File: src/jetp_pkg.sv
// shared types, register map and constants of the julia escape-time pixel block
`default_nettype none
package jetp_pkg;

  localparam int CFG_INDEX_BITS = 4;
  localparam int CFG_DATA_BITS  = 32;
  localparam int ITER_BITS      = 16;
  localparam int COLOR_BITS     = 32;
  localparam int SCALE_BITS     = 24;
  localparam int STEP_BITS      = 31;
  localparam int MUL_DIGIT      = 16;

  typedef logic [CFG_INDEX_BITS-1:0] cfg_index_t;

  localparam cfg_index_t REG_ORIGIN_RE    = 4'd0;
  localparam cfg_index_t REG_ORIGIN_IM    = 4'd1;
  localparam cfg_index_t REG_PIXEL_STEP   = 4'd2;
  localparam cfg_index_t REG_CONST_RE     = 4'd3;
  localparam cfg_index_t REG_CONST_IM     = 4'd4;
  localparam cfg_index_t REG_ITER_LIMIT   = 4'd5;
  localparam cfg_index_t REG_COLOR_SCALE  = 4'd6;
  localparam cfg_index_t REG_FORMULA_MODE = 4'd7;

  localparam logic [31:0]           ORIGIN_RE_RST   = 32'd0;
  localparam logic [31:0]           ORIGIN_IM_RST   = 32'd0;
  localparam logic [STEP_BITS-1:0]  PIXEL_STEP_RST  = 31'd1342177;
  localparam logic [31:0]           CONST_RE_RST    = 32'hFE08_3127;
  localparam logic [31:0]           CONST_IM_RST    = 32'd199984415;
  localparam logic [ITER_BITS-1:0]  ITER_LIMIT_RST  = 16'd50;
  localparam logic [SCALE_BITS-1:0] COLOR_SCALE_RST = 24'd1;
  localparam logic                  MODE_RST        = 1'b0;

  typedef struct packed {
    logic [31:0]           origin_re;
    logic [31:0]           origin_im;
    logic [STEP_BITS-1:0]  pixel_step;
    logic [31:0]           const_re;
    logic [31:0]           const_im;
    logic [ITER_BITS-1:0]  iter_limit;
    logic [SCALE_BITS-1:0] color_scale;
    logic                  formula_mode;
  } cfg_t;

  typedef enum logic [2:0] {
    ST_IDLE,
    ST_CHECK,
    ST_MUL1,
    ST_SUM,
    ST_MUL2,
    ST_UPDATE,
    ST_DONE
  } state_t;

  typedef struct packed {
    logic load;
    logic launch1;
    logic step1;
    logic launch2;
    logic step2;
    logic update;
    logic finish;
  } cmd_t;

  typedef struct packed {
    logic stop_check;
    logic stop_sum;
    logic cubic;
  } status_t;

endpackage
`default_nettype wire

File: src/jetp_ctrl.sv
// sequencing state machine for one pixel evaluation
`default_nettype none
module jetp_ctrl
  import jetp_pkg::*;
#(
  parameter int DIGITS = 2
) (
  input  wire logic    clk,
  input  wire logic    rst_n,
  input  wire logic    start,
  input  wire status_t st,
  output logic         busy,
  output cmd_t         cmd
);

  localparam int DCW = (DIGITS > 1) ? $clog2(DIGITS) : 1;
  localparam logic [DCW-1:0] LAST = DCW'(DIGITS - 1);

  state_t         state_r, state_nxt;
  logic [DCW-1:0] cnt_r, cnt_nxt;

  always_ff @(posedge clk) begin
    if (!rst_n) begin
      state_r <= ST_IDLE;
      cnt_r   <= '0;
    end else begin
      state_r <= state_nxt;
      cnt_r   <= cnt_nxt;
    end
  end

  always_comb begin
    state_nxt = state_r;
    cnt_nxt   = cnt_r;
    cmd       = '0;
    case (state_r)
      ST_IDLE: begin
        if (start) begin
          cmd.load  = 1'b1;
          state_nxt = ST_CHECK;
        end
      end
      ST_CHECK: begin
        if (st.stop_check) begin
          state_nxt = ST_DONE;
        end else begin
          cmd.launch1 = 1'b1;
          cnt_nxt     = '0;
          state_nxt   = ST_MUL1;
        end
      end
      ST_MUL1: begin
        cmd.step1 = 1'b1;
        if (cnt_r == LAST) begin
          cnt_nxt   = '0;
          state_nxt = ST_SUM;
        end else begin
          cnt_nxt = cnt_r + 1'b1;
        end
      end
      ST_SUM: begin
        if (st.stop_sum) begin
          state_nxt = ST_DONE;
        end else if (st.cubic) begin
          cmd.launch2 = 1'b1;
          state_nxt   = ST_MUL2;
        end else begin
          cmd.update = 1'b1;
          state_nxt  = ST_CHECK;
        end
      end
      ST_MUL2: begin
        cmd.step2 = 1'b1;
        if (cnt_r == LAST) begin
          cnt_nxt   = '0;
          state_nxt = ST_UPDATE;
        end else begin
          cnt_nxt = cnt_r + 1'b1;
        end
      end
      ST_UPDATE: begin
        cmd.update = 1'b1;
        state_nxt  = ST_CHECK;
      end
      ST_DONE: begin
        cmd.finish = 1'b1;
        state_nxt  = ST_IDLE;
      end
      default: begin
        state_nxt = ST_IDLE;
      end
    endcase
  end

  assign busy = (state_r != ST_IDLE);

endmodule
`default_nettype wire

File: config.mk
export PLATFORM = sky130hd
export DESIGN_NAME = jetp_ctrl
export DESIGN_NICKNAME = d
export VERILOG_FILES = /design/src/jetp_pkg.sv /design/src/jetp_ctrl.sv
export SDC_FILE = /design/constraint.sdc
export NUM_CORES = 1
export LEC_CHECK = 0
export ABC_AREA = 1
export BUFFER_PORTS_ARGS = -buffer_cell sky130_fd_sc_hd__buf_2
export CAP_MARGIN = 5
export CORE_AREA = 2 2 39 41
export DETAILED_ROUTE_END_ITERATION = 16
export DIE_AREA = 0 0 41 43
export GPL_TIMING_DRIVEN = 0
export SYNTH_ARGS = -nofsm -noshare
export SYNTH_HDL_FRONTEND = slang
export SYNTH_SLANG_ARGS = --single-unit
File: constraint.sdc
create_clock -name clk -period 0.9 [get_ports clk]
set_input_delay 0.09 -clock clk [delete_from_list [all_inputs] [get_ports clk]]
set_output_delay 0.09 -clock clk [all_outputs]
set_load 0.01 [all_outputs]
==> reports/qor.csv <==
metric,value,unit
CTS tree,yes,
Placeable Area,0.00138,sq mm
Mapped Cells,48,
average wire per standard cell,9.27,um
Total Power,0.00153,W
Clock Latency Late Sink,230,ps
# Max-Cap Violations,0,
Via density,4.16,
hold buffers post-CTS,0,
Syn Area/Cell,5.60,sq um
"Net Count, Synth",54,
Clock transition at path regs,40,ps
R2R setup slack,-190,ps
area taken by flip-flops and latches,91.3,sq um
fill count,157,
hold_ws,73.7,ps
WP data arrival,1130,ps
Reg2Reg Depth,6,
CP Capture Type,output pin,
initial antenna violation count,0,
"EDFF count, synth",0,
drt first pass iters,2,
register share of total power,27.0,%
fin crit share,136,%
top-count cell post-synth,nand2_1,
post-synth top area share,29.8,%
fraction of registers with async set/reset,0,%
Clock Power Share,14.7,%
Longest Clk Path Bufs,2,
VDD IR-drop max,1.22,mV
RePlAce Congestion,0.737,
Yosys cell types,12,
IO Port Bufs,13,
Commonest cells post-synth,"nand2_1, nor2_1, inv_1, dfxtp_1, nand3_1",
fin crit period,1220,ps
worst endpoint required time,810,ps
category of the most critical setup path,register to output pin,
pwr dens,3120,mW/mm^2
design area,489,sq um
final hold vios,0,
Net Switching,0.000642,W
multi-input logic area,183,sq um
HP Start,rst_n,
DRC viols,0,
H-Tree Level Count,1,
Worst setup SP type,register,
hold crit path type,primary input to register,
vias,370,
Final WS setup,-322,ps
area delta synth->final,81.9,%
Tot GR Track Use,10.6,%
sequential-to-total area share from yosys stat,29.8,%
starting density of the core,19.4,%
failing checks,setup timing,
row cnt,14,
Die Width,41,um
worst r2r dst,cnt_r,
status,"complete, but fails checks",
antenna-violating nets left,0,
Critical R2R Launch,state_r[0],
NumNets Final,81,
Worst Hold Depth,3,
final setup fails,12,
combinational fraction of design power,58.3,%
synthesized area,269,sq um
pin count of the biggest net entering global routing,8,
global-route wire length before repair,1240,um
Leak Pwr,0.287,nW
Inserted Diodes,0,
Post-DP HPWL,514,um
Area after DPL,360,sq um
WL final,825,um
Peak Freq,0.818,GHz
Ports,14,
relative slew slack,84.7,%
CP max FO,5,
Setup Skew,2.14,ps
Die Span Y,43,um
total congestion overflow,0,
yosys warns,0,
Pint,0.000884,W
vias in the first global route,319,
switching share of power,42.1,%
Post-synth top flop,dfxtp_1,
pins over their slew limit,0,
Die ar.,0.00176,sq mm
clock sink count,4,
Root Driver,clkbuf_4,
dominant cell type by area after synthesis,dfxtp_1,
layout cells sized above 1,53.4,%
Least-Margin Pin Slew,227,ps
most area-consuming cells after synthesis,"dfxtp_1, nand2_1, nor2_1",
initial DRC count,6,
worst hold endpoint,state_r[2],
RSZ-0062 raised after global routing,yes,
Seq cells post-synth,4,
CTS Buf Count,3,
## cells in the final DEF (no fill, tap or decap), drive strengths merged, types with 3 or more instances in the layout
| cell type | n |
|---|---|
| clkbuf | 3 |
| dfxtp | 4 |
| inv | 9 |
| nand2 | 14 |
| buf | 22 |
| nor2 | 9 |
| nand3 | 5 |
| o21ai | 3 |
## area by class of cell
| class | count | area share (%) |
|---|---|---|
| clock buffer | 3 | 4.60 |
| multi-input combinational | 35 | 37.3 |
| inverter | 9 | 7.42 |
| timing repair buffer | 22 | 27.9 |
| tap | 16 | 4.09 |
| sequential | 4 | 18.7 |
## metrics by stage
| stage | worst slack [ps] | cells | utilization [%] | TNS [ps] |
|---|---|---|---|---|
| after floorplan | -11.4 | 48 | - | -22.3 |
| after global placement | -109 | 77 | 26.0 | -473 |
| after detailed placement | -125 | 77 | 26.0 | -521 |
| after CTS | -282 | 87 | 32.6 | -2210 |
| after global routing | -382 | 89 | 35.4 | -3290 |
| final | -322 | 89 | 35.4 | -2410 |
## how the worst max path moves through the flow
stage	from	endpoint	slack, ps
floorplan	state_r[0]	cnt_r	-10
CTS	state_r[0]	cmd[5]	-280
global route	state_r[1]	cmd[3]	-380
finish	state_r[1]	cmd[3]	-320
detailed placement	state_r[0]	state_r[0]	-120
global placement	state_r[0]	state_r[0]	-110
## repair_timing
action                                  4_1_cts  5_1_grt
gates resized for setup                       9        7
endpoints found under the setup margin       12       12
pin swaps                                     3        3
setup buffers                                 7        3
## flip-flops by register name, indices dropped and copies added, names as in the netlist
register,flops
state_r,3
cnt_r,1
## power by group through the flow
stage	sequential [W]	combinational (W)	clock, W
global route	0.000424	0.00100	0.000254
finish	0.000412	0.000890	0.000224
floorplan	0.000334	0.000412	0
CTS	0.000381	0.000755	0.000234
detailed placement	0.000353	0.000578	0
global placement	0.000352	0.000570	0
## kinds of logic after synthesis
logic type / Yosys count / synth area share, %
AOI/OAI and AO/OA: 4 / 7.44
and+or+nand+nor: 31 / 50.2
buffers and inverters: 9 / 12.6
DFF: 4 / 29.8
## worst max-delay path, stage by stage, from the launching register on
cell and delay, ps:
dfxtp_4 380, nand2_2 70, or2_1 250, nor2_2 80, buf_2 130
## layer usage
layer	up-vias	track usage [%]	routed length, um	part of all wire, %
met5	-	0	0	0
met4	0	4.00	0	0
met3	0	6.28	59	7.2
met2	10	15.3	430	52
met1	162	12.4	335	41
li1	198	-	-	-
Note: power is estimated with default switching activity, not from simulation.
