### src/jetp_pkg.sv
// shared types, register map and constants of the julia escape-time pixel block
`default_nettype none
package jetp_pkg;

  localparam int CFG_INDEX_BITS = 4;
  localparam int CFG_DATA_BITS  = 32;
  localparam int ITER_BITS      = 16;
  localparam int COLOR_BITS     = 32;
  localparam int SCALE_BITS     = 24;
  localparam int STEP_BITS      = 31;
  localparam int MUL_DIGIT      = 16;

  typedef logic [CFG_INDEX_BITS-1:0] cfg_index_t;

  localparam cfg_index_t REG_ORIGIN_RE    = 4'd0;
  localparam cfg_index_t REG_ORIGIN_IM    = 4'd1;
  localparam cfg_index_t REG_PIXEL_STEP   = 4'd2;
  localparam cfg_index_t REG_CONST_RE     = 4'd3;
  localparam cfg_index_t REG_CONST_IM     = 4'd4;
  localparam cfg_index_t REG_ITER_LIMIT   = 4'd5;
  localparam cfg_index_t REG_COLOR_SCALE  = 4'd6;
  localparam cfg_index_t REG_FORMULA_MODE = 4'd7;

  localparam logic [31:0]           ORIGIN_RE_RST   = 32'd0;
  localparam logic [31:0]           ORIGIN_IM_RST   = 32'd0;
  localparam logic [STEP_BITS-1:0]  PIXEL_STEP_RST  = 31'd1342177;
  localparam logic [31:0]           CONST_RE_RST    = 32'hFE08_3127;
  localparam logic [31:0]           CONST_IM_RST    = 32'd199984415;
  localparam logic [ITER_BITS-1:0]  ITER_LIMIT_RST  = 16'd50;
  localparam logic [SCALE_BITS-1:0] COLOR_SCALE_RST = 24'd1;
  localparam logic                  MODE_RST        = 1'b0;

  typedef struct packed {
    logic [31:0]           origin_re;
    logic [31:0]           origin_im;
    logic [STEP_BITS-1:0]  pixel_step;
    logic [31:0]           const_re;
    logic [31:0]           const_im;
    logic [ITER_BITS-1:0]  iter_limit;
    logic [SCALE_BITS-1:0] color_scale;
    logic                  formula_mode;
  } cfg_t;

  typedef enum logic [2:0] {
    ST_IDLE,
    ST_CHECK,
    ST_MUL1,
    ST_SUM,
    ST_MUL2,
    ST_UPDATE,
    ST_DONE
  } state_t;

  typedef struct packed {
    logic load;
    logic launch1;
    logic step1;
    logic launch2;
    logic step2;
    logic update;
    logic finish;
  } cmd_t;

  typedef struct packed {
    logic stop_check;
    logic stop_sum;
    logic cubic;
  } status_t;

endpackage
`default_nettype wire

### src/jetp_regs.sv
// configuration register bank with write port
`default_nettype none
module jetp_regs
  import jetp_pkg::*;
(
  input  wire logic                     clk,
  input  wire logic                     rst_n,
  input  wire logic                     cfg_we,
  input  wire cfg_index_t               cfg_index,
  input  wire logic [CFG_DATA_BITS-1:0] cfg_wdata,
  output cfg_t                          cfg
);

  cfg_t cfg_r, cfg_nxt;

  always_comb begin
    cfg_nxt = cfg_r;
    if (cfg_we) begin
      case (cfg_index)
        REG_ORIGIN_RE:    cfg_nxt.origin_re    = cfg_wdata;
        REG_ORIGIN_IM:    cfg_nxt.origin_im    = cfg_wdata;
        REG_PIXEL_STEP:   cfg_nxt.pixel_step   = cfg_wdata[STEP_BITS-1:0];
        REG_CONST_RE:     cfg_nxt.const_re     = cfg_wdata;
        REG_CONST_IM:     cfg_nxt.const_im     = cfg_wdata;
        REG_ITER_LIMIT:   cfg_nxt.iter_limit   = cfg_wdata[ITER_BITS-1:0];
        REG_COLOR_SCALE:  cfg_nxt.color_scale  = cfg_wdata[SCALE_BITS-1:0];
        REG_FORMULA_MODE: cfg_nxt.formula_mode = cfg_wdata[0];
        default:          cfg_nxt = cfg_r;
      endcase
    end
  end

  always_ff @(posedge clk) begin
    if (!rst_n) begin
      cfg_r.origin_re    <= ORIGIN_RE_RST;
      cfg_r.origin_im    <= ORIGIN_IM_RST;
      cfg_r.pixel_step   <= PIXEL_STEP_RST;
      cfg_r.const_re     <= CONST_RE_RST;
      cfg_r.const_im     <= CONST_IM_RST;
      cfg_r.iter_limit   <= ITER_LIMIT_RST;
      cfg_r.color_scale  <= COLOR_SCALE_RST;
      cfg_r.formula_mode <= MODE_RST;
    end else begin
      cfg_r <= cfg_nxt;
    end
  end

  assign cfg = cfg_r;

endmodule
`default_nettype wire

### config.mk
export PLATFORM = sky130hd
export DESIGN_NAME = jetp_regs
export DESIGN_NICKNAME = d
export VERILOG_FILES = /design/src/jetp_pkg.sv /design/src/jetp_regs.sv
export SDC_FILE = /design/constraint.sdc
export NUM_CORES = 1
export LEC_CHECK = 0
export BUFFER_PORTS_ARGS = -buffer_cell sky130_fd_sc_hd__buf_2
export CORE_ASPECT_RATIO = 1.25
export CORE_MARGIN = 1.5
export CORE_UTILIZATION = 35
export DETAILED_ROUTE_END_ITERATION = 16
export PLACE_DENSITY = 0.61
export SYNTH_ARGS = -nofsm -noshare
export SYNTH_HDL_FRONTEND = slang
export SYNTH_SLANG_ARGS = --single-unit
### constraint.sdc
create_clock -name clk -period 3.44 [get_ports clk]
set_input_delay 0.344 -clock clk [delete_from_list [all_inputs] [get_ports clk]]
set_output_delay 0.344 -clock clk [all_outputs]
set_load 0.005 [all_outputs]
==> flow_summary.html <==
<table>
<tr><th>Metric</th><th>Value</th></tr>
<tr><th colspan="2">Outcome</th></tr>
<tr><td>Outcome</td><td>completed</td></tr>
<tr><th colspan="2">Detailed routing</th></tr>
<tr><td>Detail Route Antenna Nets</td><td>0</td></tr>
<tr><td>Drt initial violations</td><td>377</td></tr>
<tr><td>Drt pass-1 iters</td><td>4</td></tr>
<tr><td>WL per Instance</td><td>17.72 um</td></tr>
<tr><td>DRC errors left</td><td>0</td></tr>
<tr><td>Overall via count from detail_route</td><td>5897</td></tr>
<tr><td>Final wirelength</td><td>22180 um</td></tr>
<tr><td>Number of vias per cell after detailed routing</td><td>4.710</td></tr>
<tr><th colspan="2">Place</th></tr>
<tr><td>Final weighted congestion in routability-driven placement</td><td>0.7778</td></tr>
<tr><td>Port Buffers</td><td>238</td></tr>
<tr><td>Placed cell areas</td><td>8825 um^2</td></tr>
<tr><td>DP Wirelength</td><td>15990 um</td></tr>
<tr><th colspan="2">Clock tree</th></tr>
<tr><td>Clock-pin transition on the worst setup and hold timing paths</td><td>0.08 ns</td></tr>
<tr><td>CTS tree</td><td>built</td></tr>
<tr><td>Number of H-tree branching levels</td><td>4</td></tr>
<tr><td>Clock network latency to the later pin of the worst-skew pair</td><td>0.42 ns</td></tr>
<tr><td>Total CTS buffers</td><td>17</td></tr>
<tr><td>Post-CTS sizing</td><td>0</td></tr>
<tr><td>Hold_buf cts</td><td>0</td></tr>
<tr><td>Clock net sink count</td><td>200</td></tr>
<tr><td>Maximum clock path buffer count</td><td>2</td></tr>
<tr><td>Post-CTS setup buffers</td><td>0</td></tr>
<tr><td>Root buffer selected by CTS</td><td>sky130_fd_sc_hd__clkbuf_16</td></tr>
<tr><th colspan="2">Cells and area</th></tr>
<tr><td>Count of nets after finishing</td><td>1004</td></tr>
<tr><td>Diodes inserted</td><td>0</td></tr>
<tr><td>Synth-to-layout area growth</td><td>26.33%</td></tr>
<tr><td>Layout Cell Area excl Fill</td><td>9444 um^2</td></tr>
<tr><td>Share of post-route cells with drive strength above 1</td><td>0.2945</td></tr>
<tr><td>Filler cell count</td><td>2034</td></tr>
<tr><td>Number of flip-flops under the largest register name</td><td>200</td></tr>
<tr><th colspan="2">Logic synthesis</th></tr>
<tr><td>Number of nets in the synthesized netlist</td><td>793</td></tr>
<tr><td>Count of mapped cells out of synthesis</td><td>754</td></tr>
<tr><td>Cell taking the most area after synthesis</td><td>sky130_fd_sc_hd__dfxtp_1</td></tr>
<tr><td>Post-synthesis register bit count</td><td>200</td></tr>
<tr><td>Distinct cell type count of the synthesized netlist</td><td>22</td></tr>
<tr><td>Post-synthesis instance area</td><td>7476 um^2</td></tr>
<tr><td>Yosys top cell area share</td><td>0.5356</td></tr>
<tr><td>Dominant cells by area after synthesis</td><td>sky130_fd_sc_hd__dfxtp_1, sky130_fd_sc_hd__mux2i_1, sky130_fd_sc_hd__nand2_1</td></tr>
<tr><td>Post-Synthesis Mean Instance Area</td><td>9.915 um^2</td></tr>
<tr><td>Sequential fraction of the synthesis area</td><td>0.5356</td></tr>
<tr><td>Number of synthesis warnings</td><td>0</td></tr>
<tr><th colspan="2">Timing</th></tr>
<tr><td>Setup repair after global routing missed its margin</td><td>false</td></tr>
<tr><td>Final sum of negative setup slack</td><td>0 ns</td></tr>
<tr><td>Final worst path period share</td><td>0.5450</td></tr>
<tr><td>Clock Skew</td><td>0 ns</td></tr>
<tr><td>Worst slew margin</td><td>0.3751</td></tr>
<tr><td>Endpoints failing setup</td><td>0</td></tr>
<tr><td>Minimum clock period</td><td>1.875 ns</td></tr>
<tr><td>FMAX</td><td>533.4 MHz</td></tr>
<tr><td>Endpoints failing hold</td><td>0</td></tr>
<tr><td>Transition time at the pin with the least slew margin</td><td>0.9352 ns</td></tr>
<tr><td>Slew Limit Fails</td><td>0</td></tr>
<tr><th colspan="2">Flow run</th></tr>
<tr><td>Max-Cap Viols</td><td>0</td></tr>
<tr><th colspan="2">Power and ir drop</th></tr>
<tr><td>Worst VDD drop</td><td>0.0003263 V</td></tr>
<tr><td>Total design power</td><td>0.004709 W</td></tr>
<tr><td>Leakage power figure</td><td>4.996 nW</td></tr>
<tr><td>P per Cell Area</td><td>498.6 nW/um^2</td></tr>
<tr><th colspan="2">Global routing</th></tr>
<tr><td>Largest net degree at the start of global routing</td><td>78</td></tr>
<tr><td>Number of antenna violations at the first check in global routing</td><td>0</td></tr>
<tr><td>Vias in the first global route</td><td>5584</td></tr>
<tr><td>Wire length of the first global-routing pass</td><td>33060 um</td></tr>
<tr><td>GRT Residual Overflow</td><td>0</td></tr>
<tr><td>GRT Resource Usage Total</td><td>0.1965</td></tr>
<tr><th colspan="2">Floorplan</th></tr>
<tr><td>Die X</td><td>133.7 um</td></tr>
<tr><td>Die area</td><td>22250 um^2</td></tr>
<tr><td>Die height</td><td>166.4 um</td></tr>
<tr><td>Std-Cell Core Area</td><td>20890 um^2</td></tr>
<tr><td>Effective utilization at floorplan</td><td>0.3578</td></tr>
<tr><td>Ports placed on the boundary</td><td>239</td></tr>
<tr><td>Number of rows in the core area</td><td>59</td></tr>
<tr><th colspan="2">Critical path</th></tr>
<tr><td>Critical Path Sink Type</td><td>register</td></tr>
<tr><td>Required time worst endpoint</td><td>3.75 ns</td></tr>
<tr><td>Worst path cell trace</td><td>buf_2, nor2b_2, nand2_1, buf_4, mux2i_1</td></tr>
<tr><td>WS Path Type</td><td>in2reg</td></tr>
<tr><td>Crit path arrival time</td><td>2.19 ns</td></tr>
<tr><td>Peak fanout along the critical path</td><td>15</td></tr>
<tr><td>Delay of the slowest cell on the worst path</td><td>0.58 ns</td></tr>
<tr><td>CP top delay family</td><td>simple AND/OR/NAND/NOR gates</td></tr>
<tr><td>Startpoint type of the worst setup path</td><td>input port</td></tr>
<tr><td>Buffering stage count on the worst path with inverters included</td><td>2</td></tr>
<tr><td>Crit path max-delay cell type</td><td>sky130_fd_sc_hd__nand2_1</td></tr>
<tr><th colspan="2">Min path</th></tr>
<tr><td>Worst min-delay path class</td><td>in2reg</td></tr>
</table>
[tightest hold or removal path, cell delays in order]
cell and delay (ns):
sky130_fd_sc_hd__buf_2 0.09, sky130_fd_sc_hd__nand3_1 0.06, sky130_fd_sc_hd__o211ai_1 0.08
[layer usage]
metal | global-route usage | vias up | share of wire
li1 | - | 2919 | -
met1 | 0.2459 | 2764 | 0.44
met2 | 0.3247 | 183 | 0.48
met3 | 0.04640 | 31 | 0.051
met4 | 0.07798 | 0 | 0.026
met5 | 0 | - | 0
[where the power goes]
| group | internal [W] | total [W] | switching, W |
|---|---|---|---|
| sequential | 0.00235 | 0.00236 | 0.0000162 |
| clock | 0.00106 | 0.00208 | 0.00102 |
| combinational | 0.0000895 | 0.000266 | 0.000176 |
| total | 0.00349 | 0.00471 | 0.00121 |
[cell families (layout without fill, tap and decap cells)]
| kind of cell | count (synthesis) | count (layout) | share of synthesized area |
|---|---|---|---|
| simple gates | 260 | 260 | 0.1531 |
| flops | 200 | 200 | 0.5356 |
| mux | 163 | 163 | 0.2182 |
| buf+inv | 78 | 302 | 0.05054 |
| compound gates | 53 | 53 | 0.04251 |
[cell usage in the layout, fill, tap and decap left out, types with 5 or more instances in the layout]
master / n
sky130_fd_sc_hd__a21oi_1: 32
sky130_fd_sc_hd__buf_2: 237
sky130_fd_sc_hd__buf_4: 10
sky130_fd_sc_hd__clkbuf_16: 17
sky130_fd_sc_hd__dfxtp_1: 200
sky130_fd_sc_hd__inv_1: 21
sky130_fd_sc_hd__inv_8: 5
sky130_fd_sc_hd__mux2i_1: 163
sky130_fd_sc_hd__nand2_1: 187
sky130_fd_sc_hd__nand2b_1: 16
sky130_fd_sc_hd__nand3_1: 17
sky130_fd_sc_hd__nand4_1: 5
sky130_fd_sc_hd__nor2b_1: 22
sky130_fd_sc_hd__o211ai_1: 21
[through the flow]
step / utilization / hold slack, ns / instances / worst slack, ns
after floorplan: - / 0.4511 / 754 / 2.099
after global placement: 0.4224 / 0.4389 / 1220 / 1.105
after detailed placement: 0.4224 / 0.4447 / 1220 / 1.108
after CTS: 0.4521 / 0.1657 / 1252 / 1.575
after global routing: 0.4521 / 0.1596 / 1252 / 1.463
final: 0.4521 / 0.1836 / 1252 / 1.565
[synthesized netlist by cell type, drive strengths merged]
| master | n |
|---|---|
| nand2 | 190 |
| and2 | 4 |
| nand3 | 18 |
| buf | 37 |
| and3 | 1 |
| dfxtp | 200 |
| nand4 | 5 |
| nor3b | 1 |
| a21oi | 32 |
| inv | 21 |
| and3b | 1 |
| nand2b | 16 |
| nor2b | 23 |
| clkbuf | 20 |
| o211ai | 21 |
| nor2 | 1 |
| mux2i | 163 |
[worst paths after layout]
kind / start / end / slack [ns] / depth (start not counted)
worst max-delay path: cfg_index[1] / cfg[128]$_SDFFE_PN0P_ / 1.57 / 5
worst min-delay path: cfg_wdata[21] / cfg[62]$_SDFFE_PN1P_ / 0.18 / 3
worst max register to register: cfg[45]$_SDFFE_PN1P_ / cfg[45]$_SDFFE_PN1P_ / 2.66 / 3
worst min register to register: cfg[2]$_SDFFE_PN0P_ / cfg[2]$_SDFFE_PN0P_ / 0.46 / 2
[cell type report]
class                   count  area, um^2  share of cell area
multi-input cells         476        3107              0.3290
well taps                 274       342.8             0.03630
clock inverters            15       193.9             0.02054
repair buffers            249        1292              0.1369
clock buffers              17       425.4             0.04505
flip-flops and latches    200        4004              0.4240
inverters                  21       78.83            0.008347
Note: power is estimated with default switching activity, not from simulation.
